### src/rtl/core/mmrh_pkg.sv
// Shared types, constants and micro-program table for the multiply-rotate hash.
`timescale 1ns / 1ps
package mmrh_pkg;

  localparam logic [63:0] K_P = 64'hFFFF_FFFF_FFFF_FFC5;
  localparam logic [63:0] K_Q = 64'd13166748625691186689;
  localparam logic [63:0] K_R = 64'd1573836600196043749;
  localparam logic [63:0] K_S = 64'd1478582680485693857;
  localparam logic [63:0] K_T = 64'd1584163446043636637;
  localparam logic [63:0] K_U = 64'd1358537349836140151;
  localparam logic [63:0] K_V = 64'd2849285319520710901;
  localparam logic [63:0] K_W = 64'd2366157163652459183;

  localparam logic CFG_SEED = 1'b0;
  localparam logic CFG_MODE = 1'b1;

  localparam logic [1:0] MODE_128 = 2'd1;
  localparam logic [1:0] MODE_256 = 2'd2;

  // Program entry points
  localparam logic [4:0] PC_TAIL = 5'd0;
  localparam logic [4:0] PC_EVEN = 5'd15;
  localparam logic [4:0] PC_ODD  = 5'd17;

  typedef struct packed {
    logic             first;
    logic             last;
    logic [63:0]      base;
    logic [63:0]      lo;
    logic [63:0]      hi;
    logic [3:0][63:0] tail;
  } cmd_t;

  typedef enum logic [2:0] {
    OP_MR,
    OP_SEED,
    OP_ROT,
    OP_ADDT,
    OP_EMIT,
    OP_END
  } op_e;

  typedef enum logic [2:0] {
    B_IDLE,
    B_INIT,
    B_PREP,
    B_FETCH,
    B_LOAD,
    B_MUL,
    B_WRITE
  } bstate_e;

  function automatic op_e prog_op(logic [4:0] pc);
    op_e op;
    case (pc)
      5'd0:    op = OP_SEED;
      5'd1:    op = OP_ADDT;
      5'd2:    op = OP_MR;
      5'd3:    op = OP_SEED;
      5'd4:    op = OP_MR;
      5'd5:    op = OP_EMIT;
      5'd6:    op = OP_MR;
      5'd7:    op = OP_EMIT;
      5'd8:    op = OP_MR;
      5'd9:    op = OP_SEED;
      5'd10:   op = OP_MR;
      5'd11:   op = OP_EMIT;
      5'd12:   op = OP_MR;
      5'd13:   op = OP_EMIT;
      5'd15:   op = OP_MR;
      5'd17:   op = OP_SEED;
      5'd18:   op = OP_ROT;
      default: op = OP_END;
    endcase
    return op;
  endfunction

  // Multiplier constant of one mul-rotate-mul step
  function automatic logic [63:0] mrm_k(logic seeded, logic [1:0] sub, logic pass);
    logic [63:0] k;
    if (seeded) begin
      if (sub == 2'd0) k = pass ? K_W : K_V;
      else             k = pass ? K_S : K_R;
    end else begin
      case (sub)
        2'd0:    k = pass ? K_Q : K_P;
        2'd1:    k = pass ? K_S : K_R;
        2'd2:    k = pass ? K_U : K_T;
        default: k = pass ? K_W : K_V;
      endcase
    end
    return k;
  endfunction

  function automatic logic [63:0] mrm_ror(logic [63:0] x, logic seeded, logic [1:0] sub);
    logic [63:0] r;
    if (seeded) begin
      r = {x[22:0], x[63:23]};
    end else begin
      case (sub)
        2'd0:    r = {x[22:0], x[63:23]};
        2'd1:    r = {x[28:0], x[63:29]};
        2'd2:    r = {x[30:0], x[63:31]};
        default: r = {x[36:0], x[63:37]};
      endcase
    end
    return r;
  endfunction

  function automatic logic [5:0] tail_shift(int k);
    logic [5:0] s;
    case (k)
      2:       s = 6'd8;
      3:       s = 6'd16;
      4:       s = 6'd24;
      5:       s = 6'd32;
      6:       s = 6'd40;
      7:       s = 6'd48;
      9:       s = 6'd8;
      10:      s = 6'd16;
      11:      s = 6'd24;
      12:      s = 6'd32;
      13:      s = 6'd40;
      14:      s = 6'd48;
      15:      s = 6'd56;
      default: s = 6'd0;
    endcase
    return s;
  endfunction

endpackage

### src/rtl/core/mmrh_queue.sv
// Two-entry command queue between the front and back ends.
`timescale 1ns / 1ps
module mmrh_queue
  import mmrh_pkg::*;
(
  input  logic clk_i,
  input  logic rst_ni,
  input  logic push_i,
  input  cmd_t data_i,
  input  logic pop_i,
  output logic valid_o,
  output logic full_o,
  output cmd_t data_o
);

  cmd_t       mem [2];
  logic       wr_ptr_q, wr_ptr_d;
  logic       rd_ptr_q, rd_ptr_d;
  logic [1:0] count_q, count_d;

  assign valid_o = (count_q != 2'd0);
  assign full_o  = (count_q == 2'd2);
  assign data_o  = mem[rd_ptr_q];

  always_comb begin
    wr_ptr_d = wr_ptr_q ^ push_i;
    rd_ptr_d = rd_ptr_q ^ pop_i;
    count_d  = count_q + {1'b0, push_i} - {1'b0, pop_i};
  end

  always_ff @(posedge clk_i or negedge rst_ni) begin
    if (!rst_ni) begin
      wr_ptr_q <= 1'b0;
      rd_ptr_q <= 1'b0;
      count_q  <= 2'd0;
    end else begin
      wr_ptr_q <= wr_ptr_d;
      rd_ptr_q <= rd_ptr_d;
      count_q  <= count_d;
    end
  end

  always_ff @(posedge clk_i) begin
    if (push_i) begin
      mem[wr_ptr_q] <= data_i;
    end
  end

endmodule

### config.mk
export PLATFORM = sky130hd
export DESIGN_NAME = mmrh_queue
export DESIGN_NICKNAME = d
export VERILOG_FILES = /design/src/rtl/core/mmrh_pkg.sv /design/src/rtl/core/mmrh_queue.sv
export SDC_FILE = /design/constraint.sdc
export NUM_CORES = 1
export LEC_CHECK = 0
export BUFFER_PORTS_ARGS = -buffer_cell sky130_fd_sc_hd__buf_4
export CORE_AREA = 2 2 354 356
export DETAILED_ROUTE_END_ITERATION = 12
export DIE_AREA = 0 0 356 358
export GPL_TIMING_DRIVEN = 1
export PLACE_DENSITY = 0.56
export SYNTH_ARGS = -nofsm -noshare
export SYNTH_HDL_FRONTEND = slang
export SYNTH_SLANG_ARGS = --single-unit
### constraint.sdc
create_clock -name clk_i -period 28.3 [get_ports clk_i]
set_input_delay 5.66 -clock clk_i [delete_from_list [all_inputs] [get_ports clk_i]]
set_output_delay 5.66 -clock clk_i [all_outputs]
set_load 0.1 [all_outputs]
==> metrics.cfg, run 1 <==
[run_status]
status = finished clean

[clock_tree]
numCtsBuffers = 98
cts.sinks = 904
clkTransAtPathRegs_ns = 0.06
ctsResizeCount = 0
cts_tree = done
post-cts-setup-buffers = 0
hold_buffers = 0
cts.path.max_buffers = 3
clk_latency_ns = 0.68
clock_tree.root_cell = clkbuf_16
cts_max_level = 3

[global_routing]
grt_pass1_vias = 18600
grt_max_degree = 111
grt_overflow_total = 0
grtUsageTotal_pct = 13.5
antenna_found_initial = 28
grt_pass1_wl_mm = 124

[route]
ant_nets = 0
drt_iter0_markers = 821
vias = 16900
wl_mm = 89.9
drc = 0
drt-vias-per-instance = 4.12
wl_per_cell_microns = 21.9
drt-pass1-iter-count = 5

[floorplanning]
core-area_sq_um = 123000
die_w_microns = 356
rows = 129
dieArea_sq_um = 127000
pin_count = 906
initial_core_util_pct = 27.9
die_h_microns = 358

[yosys]
syn_inst = 1416
synth_area_leaders = edfxtp_1, mux2_4, mux2_2
synth_top_area_share_pct = 78.6
ys_seq_elements = 904
syn_area_per_cell_sq_um = 24.3
ys.warnings.count = 0
syn_area_sq_um = 34400
yosysSeqAreaShare_pct = 78.9
syn_nets = 1874
yosys.area.top_type = edfxtp_1
synth_cell_types = 13

[timing]
max_freq_mhz = 94.3
period_needed_ns = 10.61
fin_tns_setup_ns = 0
rsz0062_at_grt = false
hold_ws_ns = 0.640
worst_pin_slew_ns = 1.05
skew_ns = 0.0250
finalSetupViolCount = 0
hold_violations = 0
drv_slew = 0
fin_crit_sh_pct = 37.5
slew-limit-headroom_pct = 29.8

[place]
gp_congestion = 0.802
hpwl_mm = 65.7
place.port_buffers = 905

[cells_and_area]
final_cell_mix = buf_4, edfxtp_1, mux2_4
layout_commonest_cell = buf_4
num-fill-cells = 11500
drive_gt1_share_pct = 61.2
nets = 2848
areaGrowthSynthToFinish_pct = 33.5

[worst_setup_path]
worst-setup-path-type = reg2out
start_kind = register
cp_max_fo = 60
worstSetupEndpointType = output port
worst_ep_arrival_time_ns = 4.95
cp.required_ns = 22.64

[hold_path]
hold_path.class = reg2reg

[flow_run]
drv_cap = 0

[registers in the layout (all words and copies together), names as in the netlist]
name	count
wr_ptr_q	1
mem	900
count_q	2
rd_ptr_q	1
[cell usage after synthesis (all sizes together)]
library cell / count
or2: 1
buf: 50
mux2: 450
dfrtp: 4
xor3: 1
ha: 4
inv: 4
edfxtp: 900
nor2b: 1
xor2: 1
[final timing paths]
kind / startpoint / to / slack, ns / cells after the start
max in group asynchronous: rst_ni / rd_ptr_q$_DFF_PN0_ / 23.41 / 1
hold reg to reg: count_q[1]$_DFF_PN0_ / count_q[1]$_DFF_PN0_ / 0.64 / 1
hold / removal: count_q[1]$_DFF_PN0_ / count_q[1]$_DFF_PN0_ / 0.64 / 1
setup / recovery: rd_ptr_q$_DFF_PN0_ / data_o[6] / 17.69 / 5
min in group asynchronous: rst_ni / rd_ptr_q$_DFF_PN0_ / 4.77 / 1
setup reg to reg: wr_ptr_q$_DFF_PN0_ / mem[0][96]$_DFFE_PP_ / 23.71 / 5
[cells by family after synthesis]
kind of cell	count (synthesis)	synth area share, %
xor gates and xnor gates	2	0.0946
adders and majority gates	4	0.146
buffers and inverters	54	1.80
DFF	904	78.9
muxes	450	19.0
and+or+nand+nor	2	0.0364
[per-layer routing]
| metal | GRT usage, % | part of all wire (%) | vias up |
|---|---|---|---|
| met1 | 14.4 | 36 | 8403 |
| met5 | 0 | 0.27 | - |
| met2 | 23.1 | 50 | 696 |
| met4 | 5.55 | 3.2 | 36 |
| li1 | - | - | 7630 |
| met3 | 5.90 | 10 | 159 |
[per-stage QoR]
stage	cell area, sq um	setup WS [ns]	instances	utilization (%)
floorplan	34400	11.48	1416	-
global placement	42800	18.39	3927	34.7
detailed placement	42800	18.34	3927	34.7
CTS	45900	17.54	4105	37.2
global route	45900	17.38	4108	37.2
finish	45900	17.69	4110	37.2
[worst max-delay path: stages, from the launching register on]
cell and delay (ns):
dfrtp_4 0.90, buf_4 0.82, buf_4 0.75, buf_4 0.92
mux2_2 0.43, buf_4 0.23
[final cells by class]
| cell class | count | area (sq um) | share of cell area, % |
|---|---|---|---|
| diodes | 5 | 12.5 | 0.0273 |
| clock buffers | 117 | 2520 | 5.50 |
| clock inverters | 61 | 569 | 1.24 |
| inverters | 4 | 15.0 | 0.0327 |
| multi-input cells | 458 | 6650 | 14.5 |
| flip-flops and latches | 904 | 27100 | 59.1 |
| well taps | 1637 | 2050 | 4.46 |
| repair buffers | 924 | 6950 | 15.1 |
Power of run 1 is not shown: default switching activity piles up to over one toggle a cycle in this logic, so the estimate is an artifact.
==> inputs of run 2 (changes only) <==
PLACE_DENSITY = 0.57   (was 0.56)
clock period = 8.9 ns   (was 28.3 ns; I/O delays follow)
==> run 2 against run 1 <==
  * Sequential cell count stayed put
  * Global-route usage is 0.41 points lower
  * Clock skew is 0.010 ns higher
  * Hold slack worse by 0.011 ns
  * Final cell count is 0.15% lower
  * Setup slack worse by 14 ns
  * Sequential share of layout area is 0.090 points lower
  * Clock-buffer cell count is 9 higher
==> metrics.cfg, run 2 (same netlist as run 1, synthesis figures left out) <==
[cells_and_area]
final_cell_mix = buf_4, edfxtp_1, mux2_4
areaGrowthSynthToFinish_pct = 33.7
largest_reg_flops = 900  ; unchanged
layout_commonest_cell = buf_4
drive_gt1_share_pct = 61.2  ; about the same
top_register = mem
reg_top3 = mem x900, count_q x2
nets = 2842  ; -0.21%

[worst_setup_path]
startpoint = rd_ptr_q$_DFF_PN0_
reg2reg_depth = 4  ; -1
start_kind = register
worstSetupEndpointType = output port
r2r_slack_ns = 5.90  ; -17.81 ns
max_stage_delay_ns = 1.00  ; +0.08 ns
worst-setup-path-type = reg2out
crit_buf_inv = 2  ; -2
cp_max_fo = 125  ; +110%
path_cells = buf_12, mux2_2, buf_4
r2r-end = mem[0][336]$_DFFE_PP_
slowest_stage = dfrtp_4
cp_top_family = flip-flops
reg2reg_from = wr_ptr_q$_DFF_PN0_
cp.required_ns = 7.12  ; -15.52 ns
worst_ep_arrival_time_ns = 3.36  ; -1.59 ns

[floorplanning]
rows = 129  ; unchanged
dieArea_sq_um = 127000  ; unchanged
core-area_sq_um = 123000  ; unchanged
die_h_microns = 358  ; unchanged
initial_core_util_pct = 27.9  ; unchanged
pin_count = 906  ; unchanged
die_w_microns = 356  ; unchanged

[timing]
max_freq_mhz = 195
hold_violations = 0  ; unchanged
fin_tns_setup_ns = 0  ; unchanged
period_needed_ns = 5.14
fin_crit_sh_pct = 57.7
drv_slew = 0  ; unchanged
skew_ns = 0.0350  ; +0.00999 ns
rsz0062_at_grt = false
finalSetupViolCount = 0  ; unchanged
worst_pin_slew_ns = 1.39  ; +0.334 ns
slew-limit-headroom_pct = 7.50  ; -22 points

[hold_path]
hold_path_end = count_q[1]$_DFF_PN0_
hold_path_depth = 1  ; unchanged
hold_path.class = reg2reg
min-delay-start = count_q[1]$_DFF_PN0_

[global_routing]
grt_overflow_total = 0  ; unchanged
grt_pass1_wl_mm = 122  ; -2.1%
grt_pass1_vias = 18300  ; -1.3%
grt_max_degree = 163  ; +47%
grtUsageTotal_pct = 13.0  ; -0.41 points
antenna_found_initial = 30  ; +7.1%

[route]
wl_per_cell_microns = 21.4  ; -2.1%
drt_iter0_markers = 952  ; +16%
drt-vias-per-instance = 4.15  ; +0.80%
wl_mm = 87.9  ; -2.2%
ant_nets = 0  ; unchanged
vias = 17000  ; +0.65%
drc = 0  ; unchanged
drt-pass1-iter-count = 5  ; unchanged

[clock_tree]
cts.path.max_buffers = 3  ; unchanged
clk_latency_ns = 0.68  ; about the same
clock_tree.root_cell = clkbuf_16
hold_buffers = 0  ; unchanged
cts_max_level = 3  ; unchanged
cts.sinks = 904  ; unchanged
ctsResizeCount = 0  ; unchanged
cts_tree = done
post-cts-setup-buffers = 0  ; unchanged
clkTransAtPathRegs_ns = 0.06  ; about the same
numCtsBuffers = 98  ; unchanged

[place]
place.port_buffers = 905  ; unchanged
gp_congestion = 0.779  ; -2.9%
hpwl_mm = 62.5  ; -4.8%

[flow_run]
drv_cap = 0  ; unchanged

[run_status]
status = finished clean

[run 2: cell types whose count changed in the layout (fill, tap and decap cells not counted), sizes merged]
cell | before | now
clkbuf | 117 | 126
buf | 924 | 918
clkinv | 41 | 38
inv | 11 | 8
clkinvlp | 5 | 3
diode | 5 | 3
bufinv | 8 | 9
[run 2: how the worst max path moves through the flow]
stage	cells after the start	slack (ns)	end
6_report	3	3.76	data_o[2]
2_1_floorplan	1	0.98	mem[1][0]$_DFFE_PP_
3_5_place_dp	3	4.47	data_o[7]
3_3_place_gp	3	4.51	data_o[443]
4_1_cts	3	3.70	data_o[2]
5_1_grt	3	3.59	data_o[9]
[run 2: metal layers]
| metal | part of all wire, % | up-vias | wire length, microns | GRT usage [%] |
|---|---|---|---|---|
| met5 | 0.33 | - | 287 | 0 |
| met4 | 2.7 | 44 | 2400 | 4.19 |
| met3 | 11 | 186 | 10100 | 7.03 |
| met2 | 51 | 692 | 45200 | 22.9 |
| met1 | 34 | 8488 | 30000 | 13.2 |
| li1 | - | 7624 | - | - |
[run 2: layout make-up]
| type | count | area [sq um] |
|---|---|---|
| tap | 1637 | 2050 |
| sequential | 904 | 27100 |
| multi-input combinational | 458 | 6650 |
| clock buffer | 126 | 2600 |
| timing repair buffer | 918 | 6980 |
| fill | 11500 | 77300 |
| clock inverter | 54 | 538 |
| inverter | 4 | 15.0 |
| antenna | 3 | 7.51 |
[run 2: worst reg2reg max path, stage by stage (launching register included)]
cell	delay (ns)
dfrtp_1	0.41
inv_1	0.10
ha_4	0.43
buf_4	0.70
buf_4	0.89
[run 2: per-stage QoR]
stage / utilization [%] / setup WS, ns / std cells / hold slack (ns) / cell area, sq um
final: 37.3 / 3.76 / 4104 / 0.629 / 46000
after global routing: 37.3 / 3.59 / 4102 / 0.651 / 46000
after CTS: 37.3 / 3.70 / 4101 / 0.631 / 46000
after detailed placement: 34.7 / 4.47 / 3921 / 0.617 / 42800
after global placement: 34.7 / 4.51 / 3921 / 0.585 / 42800
after floorplan: - / 0.982 / 1416 / 0.575 / 34400
Power of run 2 is left out for the same reason.
