`src/rtl/core/mmrh_pkg.sv`:
```
// Shared types, constants and micro-program table for the multiply-rotate hash.
`timescale 1ns / 1ps
package mmrh_pkg;

  localparam logic [63:0] K_P = 64'hFFFF_FFFF_FFFF_FFC5;
  localparam logic [63:0] K_Q = 64'd13166748625691186689;
  localparam logic [63:0] K_R = 64'd1573836600196043749;
  localparam logic [63:0] K_S = 64'd1478582680485693857;
  localparam logic [63:0] K_T = 64'd1584163446043636637;
  localparam logic [63:0] K_U = 64'd1358537349836140151;
  localparam logic [63:0] K_V = 64'd2849285319520710901;
  localparam logic [63:0] K_W = 64'd2366157163652459183;

  localparam logic CFG_SEED = 1'b0;
  localparam logic CFG_MODE = 1'b1;

  localparam logic [1:0] MODE_128 = 2'd1;
  localparam logic [1:0] MODE_256 = 2'd2;

  // Program entry points
  localparam logic [4:0] PC_TAIL = 5'd0;
  localparam logic [4:0] PC_EVEN = 5'd15;
  localparam logic [4:0] PC_ODD  = 5'd17;

  typedef struct packed {
    logic             first;
    logic             last;
    logic [63:0]      base;
    logic [63:0]      lo;
    logic [63:0]      hi;
    logic [3:0][63:0] tail;
  } cmd_t;

  typedef enum logic [2:0] {
    OP_MR,
    OP_SEED,
    OP_ROT,
    OP_ADDT,
    OP_EMIT,
    OP_END
  } op_e;

  typedef enum logic [2:0] {
    B_IDLE,
    B_INIT,
    B_PREP,
    B_FETCH,
    B_LOAD,
    B_MUL,
    B_WRITE
  } bstate_e;

  function automatic op_e prog_op(logic [4:0] pc);
    op_e op;
    case (pc)
      5'd0:    op = OP_SEED;
      5'd1:    op = OP_ADDT;
      5'd2:    op = OP_MR;
      5'd3:    op = OP_SEED;
      5'd4:    op = OP_MR;
      5'd5:    op = OP_EMIT;
      5'd6:    op = OP_MR;
      5'd7:    op = OP_EMIT;
      5'd8:    op = OP_MR;
      5'd9:    op = OP_SEED;
      5'd10:   op = OP_MR;
      5'd11:   op = OP_EMIT;
      5'd12:   op = OP_MR;
      5'd13:   op = OP_EMIT;
      5'd15:   op = OP_MR;
      5'd17:   op = OP_SEED;
      5'd18:   op = OP_ROT;
      default: op = OP_END;
    endcase
    return op;
  endfunction

  // Multiplier constant of one mul-rotate-mul step
  function automatic logic [63:0] mrm_k(logic seeded, logic [1:0] sub, logic pass);
    logic [63:0] k;
    if (seeded) begin
      if (sub == 2'd0) k = pass ? K_W : K_V;
      else             k = pass ? K_S : K_R;
    end else begin
      case (sub)
        2'd0:    k = pass ? K_Q : K_P;
        2'd1:    k = pass ? K_S : K_R;
        2'd2:    k = pass ? K_U : K_T;
        default: k = pass ? K_W : K_V;
      endcase
    end
    return k;
  endfunction

  function automatic logic [63:0] mrm_ror(logic [63:0] x, logic seeded, logic [1:0] sub);
    logic [63:0] r;
    if (seeded) begin
      r = {x[22:0], x[63:23]};
    end else begin
      case (sub)
        2'd0:    r = {x[22:0], x[63:23]};
        2'd1:    r = {x[28:0], x[63:29]};
        2'd2:    r = {x[30:0], x[63:31]};
        default: r = {x[36:0], x[63:37]};
      endcase
    end
    return r;
  endfunction

  function automatic logic [5:0] tail_shift(int k);
    logic [5:0] s;
    case (k)
      2:       s = 6'd8;
      3:       s = 6'd16;
      4:       s = 6'd24;
      5:       s = 6'd32;
      6:       s = 6'd40;
      7:       s = 6'd48;
      9:       s = 6'd8;
      10:      s = 6'd16;
      11:      s = 6'd24;
      12:      s = 6'd32;
      13:      s = 6'd40;
      14:      s = 6'd48;
      15:      s = 6'd56;
      default: s = 6'd0;
    endcase
    return s;
  endfunction

endpackage

```
`src/rtl/core/mmrh_front.sv`:
```
// Front end: takes input beats, seeds the base and spreads the tail bytes.
`timescale 1ns / 1ps
module mmrh_front
  import mmrh_pkg::*;
(
  input  logic        in_valid_i,
  output logic        in_stall_o,
  input  logic        first_item_i,
  input  logic [63:0] total_length_i,
  input  logic [63:0] block_low_word_i,
  input  logic [63:0] block_high_word_i,
  input  logic [3:0]  tail_count_i,
  input  logic        last_item_i,
  input  logic [63:0] seed_i,
  input  logic        q_full_i,
  output logic        q_push_o,
  output cmd_t        q_data_o
);

  logic [127:0]     blk;
  logic [3:0][63:0] tail;
  logic [7:0]       tbyte;

  assign in_stall_o = q_full_i;
  assign q_push_o   = in_valid_i && !q_full_i;
  assign blk        = {block_high_word_i, block_low_word_i};

  // Tail bytes land on disjoint byte lanes, so OR them together
  always_comb begin
    tail  = '0;
    tbyte = '0;
    for (int k = 1; k <= 15; k++) begin
      tbyte = blk[8*(k-1) +: 8];
      if (4'(k) <= tail_count_i) begin
        tail[2'((15 - k) & 3)] = tail[2'((15 - k) & 3)] |
                                 ({56'd0, tbyte} << tail_shift(k));
      end
    end
  end

  always_comb begin
    q_data_o.first = first_item_i;
    q_data_o.last  = last_item_i;
    q_data_o.base  = seed_i + total_length_i;
    q_data_o.lo    = block_low_word_i;
    q_data_o.hi    = block_high_word_i;
    q_data_o.tail  = tail;
  end

endmodule

```
`config.mk`:
```
export PLATFORM = sky130hd
export DESIGN_NAME = mmrh_front
export DESIGN_NICKNAME = d
export VERILOG_FILES = /design/src/rtl/core/mmrh_pkg.sv /design/src/rtl/core/mmrh_front.sv
export SDC_FILE = /design/constraint.sdc
export NUM_CORES = 1
export LEC_CHECK = 0
export CORE_AREA = 2 2 277 279
export DETAILED_ROUTE_END_ITERATION = 8
export DIE_AREA = 0 0 279 281
export DONT_BUFFER_PORTS = 1
export SYNTH_ARGS = -nofsm -noshare
export SYNTH_HDL_FRONTEND = slang
export SYNTH_SLANG_ARGS = --single-unit
```
`constraint.sdc`:
```
create_clock -name vclk -period 6.4
set_input_delay 1.6 -clock vclk [all_inputs]
set_output_delay 1.6 -clock vclk [all_outputs]
set_load 0.01 [all_outputs]
```
==> results.md, run 1 <==
* Path category of the worst min-delay check: in2out
* Fill cell count at 8900
* Category of the worst setup path capture point: output pin
* Worst setup path category: in2out
* Global-route layer with the greatest usage: met2
* DRC violations left at 0
* Arrival time of data at the critical path endpoint at 4640 ps
* Critical hold path startpoint: block_high_word_i[6]
* Ys Warns at 0
* Overflow left after global routing at 0
* Final Setup Violations at 0
* Crit path top cell by count: a21oi_1
* Run status: finished, final reports clean
* Startpoint type of the worst setup path: primary input
* Global Route met3 Usage at 0.0402
* Final ANT Viol Nets at 0
* Power Total at 775 µW
* Quantity of hold-fixing buffers added after cts at 0
* Fin nets at 1204
* Worst IR drop on VDD at 0.0505 mV
* Crit-path max FO at 5
* Die outline area at 78400 µm²
* Delay contributed by the slowest stage of the critical path at 490 ps
* Post-CTS Setup Repair Bufs at 0
* Final weighted congestion of routability-driven global placement at 0.870
* Area added between synthesis and finish at -3.56%
* Pin count of the biggest net entering global routing at 17
* Iteration count of the initial detailed-routing pass at 5
* Chip Width at 279 µm
* Number of global-route vias before repair at 5520
* Area post-placement at 6560 µm²
* GRT Resource Usage Total at 0.0931
* Share of the clock period used by the worst path at 0.975
* Post-synthesis cell type count at 62
* Initial cell density of the core at 0.0909
* Inst Count DP at 1852
* Portion of the post-synthesis area used by sequential elements at 0
* GR Layer Usage met1 at 0.100
* Required time of the critical path at 4800 ps
* Count of instances resized after the clock tree is built at 0
* Max frequency at 160 MHz
* Most used cells in the layout excluding fill and tap cells: conb_1, a21oi_1, nand2_1, ha_1, buf_4
* Max-cap violations at 0
* Post-synthesis instance total at 996
* Final max-slew violation count at 0
* Post-route worst setup slack at 162 ps
* Destination of the worst hold path: q_data_o[262]
* Register area at 0 µm²
* Vertical extent of the die at 281 µm
* Total wire length at 40000 µm
* Count of final hold-check violations at 0
* Via count at 6300
* Detail-routed via count per cell at 3.37
* Number of buffers added on ports at 0
* CP Cell Sequence: ha_1 -> a21oi_1 -> o211ai_1 -> a41o_1 -> a2111oi_0 -> nor2_1 -> a21oi_1 -> o21ai_0 -> xor2_1
* Minimum clock period at 6240 ps
* Setup slack after placement at 38.1 ps
* Ports at 716
* Number of standard-cell rows in the floorplan at 101
* Worst slew slack as a fraction of its limit at 0.302
* Filler-free cell count of the finished design at 1869
* Count of sequential standard cells at 0
* Leading cell type in the layout, fill and taps excluded: conb_1
* Pin slew with the least headroom to its limit at 1040 ps
* Area of the placeable core at 75400 µm²
* Synthesized area at 6860 µm²
* Wire length of the first global-routing pass at 49900 µm
* Antenna violations before repair at 29
* Clock buf count at 0
* Cell Pwr Density at 117 nW/µm²
* Post-route standard cell area excluding fillers at 6620 µm²
* Hold slack final at 3200 ps
* Static Leakage at 2.71 nW
* Number of instances on the worst hold path at 0
* Routed wire per std cell at 21.4 µm
* Cell with the biggest individual delay on the critical path: a21oi_1
* Placed wire-length estimate at 37300 µm
* Iteration-0 DRC count of the detailed router at 307
* Fraction of layout cells with a size suffix above 1 at 0.0652
* Met2 Use GR at 0.164
* Synthesized area per cell at 6.89 µm²
* Setup repair after global routing missed its margin: yes
==> metal layers <==
layer | vias up | routed length [µm]
li1 | 2740 | -
met1 | 2943 | 14500
met2 | 500 | 18900
met3 | 103 | 4740
met4 | 14 | 1830
met5 | - | 95
==> worst max-delay path: cells and delay by family <==
family / cells / cell delay [ps]
compound gates: 6 / 2090
fa+ha+maj: 1 / 430
xor+xnor: 1 / 330
simple gates: 1 / 180
==> synth_stat cells (2+ instances only) <==
cell type / count / area, µm²
or3_1: 8 / 50.1
a2111oi_0: 2 / 17.5
nand2_1: 70 / 263
xor2_1: 24 / 210
a21oi_1: 91 / 455
nand4_1: 24 / 150
a211o_1: 3 / 26.3
a221o_1: 3 / 30.0
a21o_1: 25 / 188
nand2b_1: 4 / 25.0
buf_2: 14 / 70.1
and4_1: 3 / 26.3
o21ai_0: 42 / 210
nor3b_1: 2 / 15.0
nor2_1: 31 / 116
o22ai_1: 3 / 18.8
clkbuf_1: 19 / 71.3
nor2b_1: 36 / 225
o31ai_1: 3 / 22.5
buf_4: 323 / 2420
o211ai_1: 8 / 60.1
a31oi_1: 10 / 62.6
nor4_1: 7 / 43.8
nor3_1: 7 / 35.0
o21bai_1: 10 / 75.1
inv_1: 14 / 52.6
o21ai_1: 2 / 10.0
and3_1: 17 / 106
xnor2_1: 36 / 315
ha_1: 63 / 788
o21a_1: 13 / 97.6
a21boi_0: 2 / 15.0
a211oi_1: 9 / 67.6
nand3_1: 13 / 65.1
and2_1: 28 / 175
==> report_power, final <==
part           switching (mW)   total (mW)  leakage, nW  internal, mW
combinational           0.538        0.775         2.71         0.237
clock                       0  0.000000360     0.000108   0.000000360
sequential                  0            0            0             0
total                   0.538        0.775         2.71         0.237
==> through the flow <==
stage / TNS, ps / util
after floorplan: 0 / -
after global placement: 0 / 0.0869
after detailed placement: 0 / 0.0869
after CTS: 0 / 0.0869
after global routing: -34.2 / 0.0875
final: 0 / 0.0877
==> worst max path at each step <==
stage / startpoint / endpoint / slack (ps) / cells past startpoint
2_1_floorplan: total_length_i[39] / q_data_o[444] / 880 / 10
3_3_place_gp: total_length_i[34] / q_data_o[444] / 40 / 10
3_5_place_dp: total_length_i[34] / q_data_o[444] / 40 / 10
4_1_cts: total_length_i[34] / q_data_o[444] / 20 / 10
5_1_grt: total_length_i[34] / q_data_o[443] / -30 / 10
6_report: total_length_i[12] / q_data_o[425] / 160 / 9
==> layout make-up <==
cell class	count	area, µm²	share of cell area
timing repair buffer	43	323	0.0488
inverter	14	52.6	0.00794
tap	978	1220	0.185
multi-input combinational	817	4970	0.752
antenna	17	42.5	0.00643
==> kinds of logic after synthesis <==
logic type,Yosys count,synth area share
AOI/OAI and AO/OA,242,0.223
xor gates and xnor gates,60,0.0766
adders and majority gates,64,0.118
buffers and inverters,370,0.382
other,1,0.000547
and+or+nand+nor,259,0.200
Power figures use the tool's default switching activity.
==> run 2, diff against run 1 <==
==> constraint.sdc (replaced) <==
create_clock -name vclk -period 6.4
set_input_delay 1.6 -clock vclk [all_inputs]
set_output_delay 1.6 -clock vclk [all_outputs]
set_load 0.005 [all_outputs]
==> run 2 against run 1 <==
Final cell count rose by 0.16%. Hold slack unchanged. Die area stayed put. Sequential share of layout area stayed put. First-iteration DRC count rose by 9.1%. Maximum frequency is 0.44% higher. Non-clock buffer count fell by 5. Cell area fell by 0.21%. Clock-buffer cell count unchanged. Power decreased by 9.9%. Combinational power decreased by 9.9%. Global-route usage increased by 0.19 points. Critical path type unchanged. Largest cell class unchanged. Largest power group unchanged. Highest routed layer unchanged.
==> results.md, run 2 (same netlist as run 1, synthesis figures left out) <==
* Via count at 6300
* Destination of the worst hold path: q_data_o[262]
* Final ANT Viol Nets at 0
* Met2 Use GR at 0.170
* Global Route met3 Usage at 0.0379
* Number of instances on the worst hold path at 0
* Area added between synthesis and finish at -3.76%
* Iteration-0 DRC count of the detailed router at 335
* Max-cap violations at 0
* Power Total at 698 µW
* Combinational fraction of design power at 1.000
* Max frequency at 161 MHz
* Worst setup path category: in2out
* Die outline area at 78400 µm²
* Area of the placeable core at 75400 µm²
* GR Layer Usage met1 at 0.102
* GRT Resource Usage Total at 0.0950
* Setup slack after placement at -87.4 ps
* Chip Width at 279 µm
* Pin slew with the least headroom to its limit at 1060 ps
* Most used cells in the layout excluding fill and tap cells: conb_1, a21oi_1, nand2_1, ha_1, o21ai_0
* Routed wire per std cell at 21.7 µm
* Path category of the worst min-delay check: in2out
* Antenna violations before repair at 30
* Run status: finished, final reports clean
* Filler-free cell count of the finished design at 1872
* Worst slew slack as a fraction of its limit at 0.289
* Final weighted congestion of routability-driven global placement at 0.833
* Category of the worst setup path capture point: output pin
* Number of standard-cell rows in the floorplan at 101
* Iteration count of the initial detailed-routing pass at 5
* Switching power as a share of total power at 0.675
* Post-route worst setup slack at 190 ps
* Vertical extent of the die at 281 µm
* Cell Pwr Density at 106 nW/µm²
* Number of buffers added on ports at 0
* Wire length of the first global-routing pass at 50600 µm
* Fraction of layout cells with a size suffix above 1 at 0.0598
* Fraction of the core area covered by cells at the end of the flow at 0.0875
* Crit-path max FO at 9
* Clock buf count at 0
* Initial cell density of the core at 0.0909
* Clock share of power at 0
* Minimum clock period at 6210 ps
* Global-route layer with the greatest usage: met2
* Delay contributed by the slowest stage of the critical path at 630 ps
* Inst Count DP at 1846
* Register area at 0 µm²
* Top Family by Delay on Critical Path: simple AND/OR/NAND/NOR gates
* Quantity of hold-fixing buffers added after cts at 0
* Worst path buffer plus inverter count at 1
* Static Leakage at 2.70 nW
* Number of global-route vias before repair at 5559
* Critical hold path startpoint: block_high_word_i[6]
* Ports at 716
* Detail-routed via count per cell at 3.37
* Seq pwr share at 0
* Total internal power at 227 µW
* Hold slack final at 3200 ps
* Share of the clock period used by the worst path at 0.970
* CP Cell Sequence: ha_1 -> nand4_1 -> or4b_1 -> or3_1 -> a211oi_1 -> o21ba_1 -> nor2_1 -> a221o_1 -> a31oi_1 -> buf_4
* Power spent charging and discharging nets at 472 µW
* Leading cell type in the layout, fill and taps excluded: conb_1
* Count of sequential standard cells at 0
* Startpoint type of the worst setup path: primary input
* DRC violations left at 0
* Required time of the critical path at 4800 ps
* Total wire length at 40700 µm
* Overflow left after global routing at 0
* Cell with the biggest individual delay on the critical path: or4b_1
* Fill cell count at 8881
* Pin count of the biggest net entering global routing at 17
* Count of final hold-check violations at 0
* Worst IR drop on VDD at 0.0566 mV
* Placed wire-length estimate at 37900 µm
* Final Setup Violations at 0
* Final max-slew violation count at 0
* Fin nets at 1199
* Arrival time of data at the critical path endpoint at 4610 ps
* Setup repair after global routing missed its margin: no
* Launch point of the critical path: total_length_i[34]
[run 2: changes by cell type in the layout (fill, tap and decap cells not counted), sizes merged]
cell | before | now
buf | 43 | 38
diode | 17 | 25
[run 2: layout make-up]
type / instances / area [µm²] / share of cell area
multi-input combinational: 817 / 4980 / 0.754
timing repair buffer: 38 / 285 / 0.0432
tap: 978 / 1220 / 0.185
antenna: 25 / 62.6 / 0.00948
inverter: 14 / 52.6 / 0.00796
[run 2: repair_timing]
| action | 4_1_cts | 5_1_grt |
|---|---|---|
| setup buffers | 1 | 0 |
| endpoints found under the setup margin | 2 | 2 |
| endpoints found under the hold margin | 0 | 0 |
| gates resized for setup | 1 | 2 |
| pin swaps | 1 | 1 |
[run 2: through the flow]
| stage | setup TNS (ps) | area, µm² |
|---|---|---|
| 2_1_floorplan | 0 | 7580 |
| 3_3_place_gp | -97.1 | 6510 |
| 3_5_place_dp | -90.1 | 6510 |
| 4_1_cts | 0 | 6530 |
| 5_1_grt | 0 | 6570 |
| 6_report | 0 | 6600 |
[run 2: power groups by stage]
stage	combinational [mW]	sequential (mW)	clock (mW)
5_1_grt	0.779	0	0.000000295
3_5_place_dp	0.709	0	0
4_1_cts	0.714	0	0
3_3_place_gp	0.713	0	0
6_report	0.698	0	0.000000530
2_1_floorplan	0.557	0	0
[run 2: how the worst max path moves through the flow]
stage                    endpoint  slack, ps  cells after the start
floorplan           q_data_o[447]        940                     10
global placement    q_data_o[443]        -70                     10
detailed placement  q_data_o[443]        -90                     10
CTS                 q_data_o[447]          6                     10
global route        q_data_o[443]         40                     10
finish              q_data_o[444]        190                     10
[run 2: routing by layer]
layer	up-vias	share of wire
li1	2730	-
met1	2916	0.36
met2	550	0.49
met3	94	0.12
met4	10	0.036
met5	-	0.0016
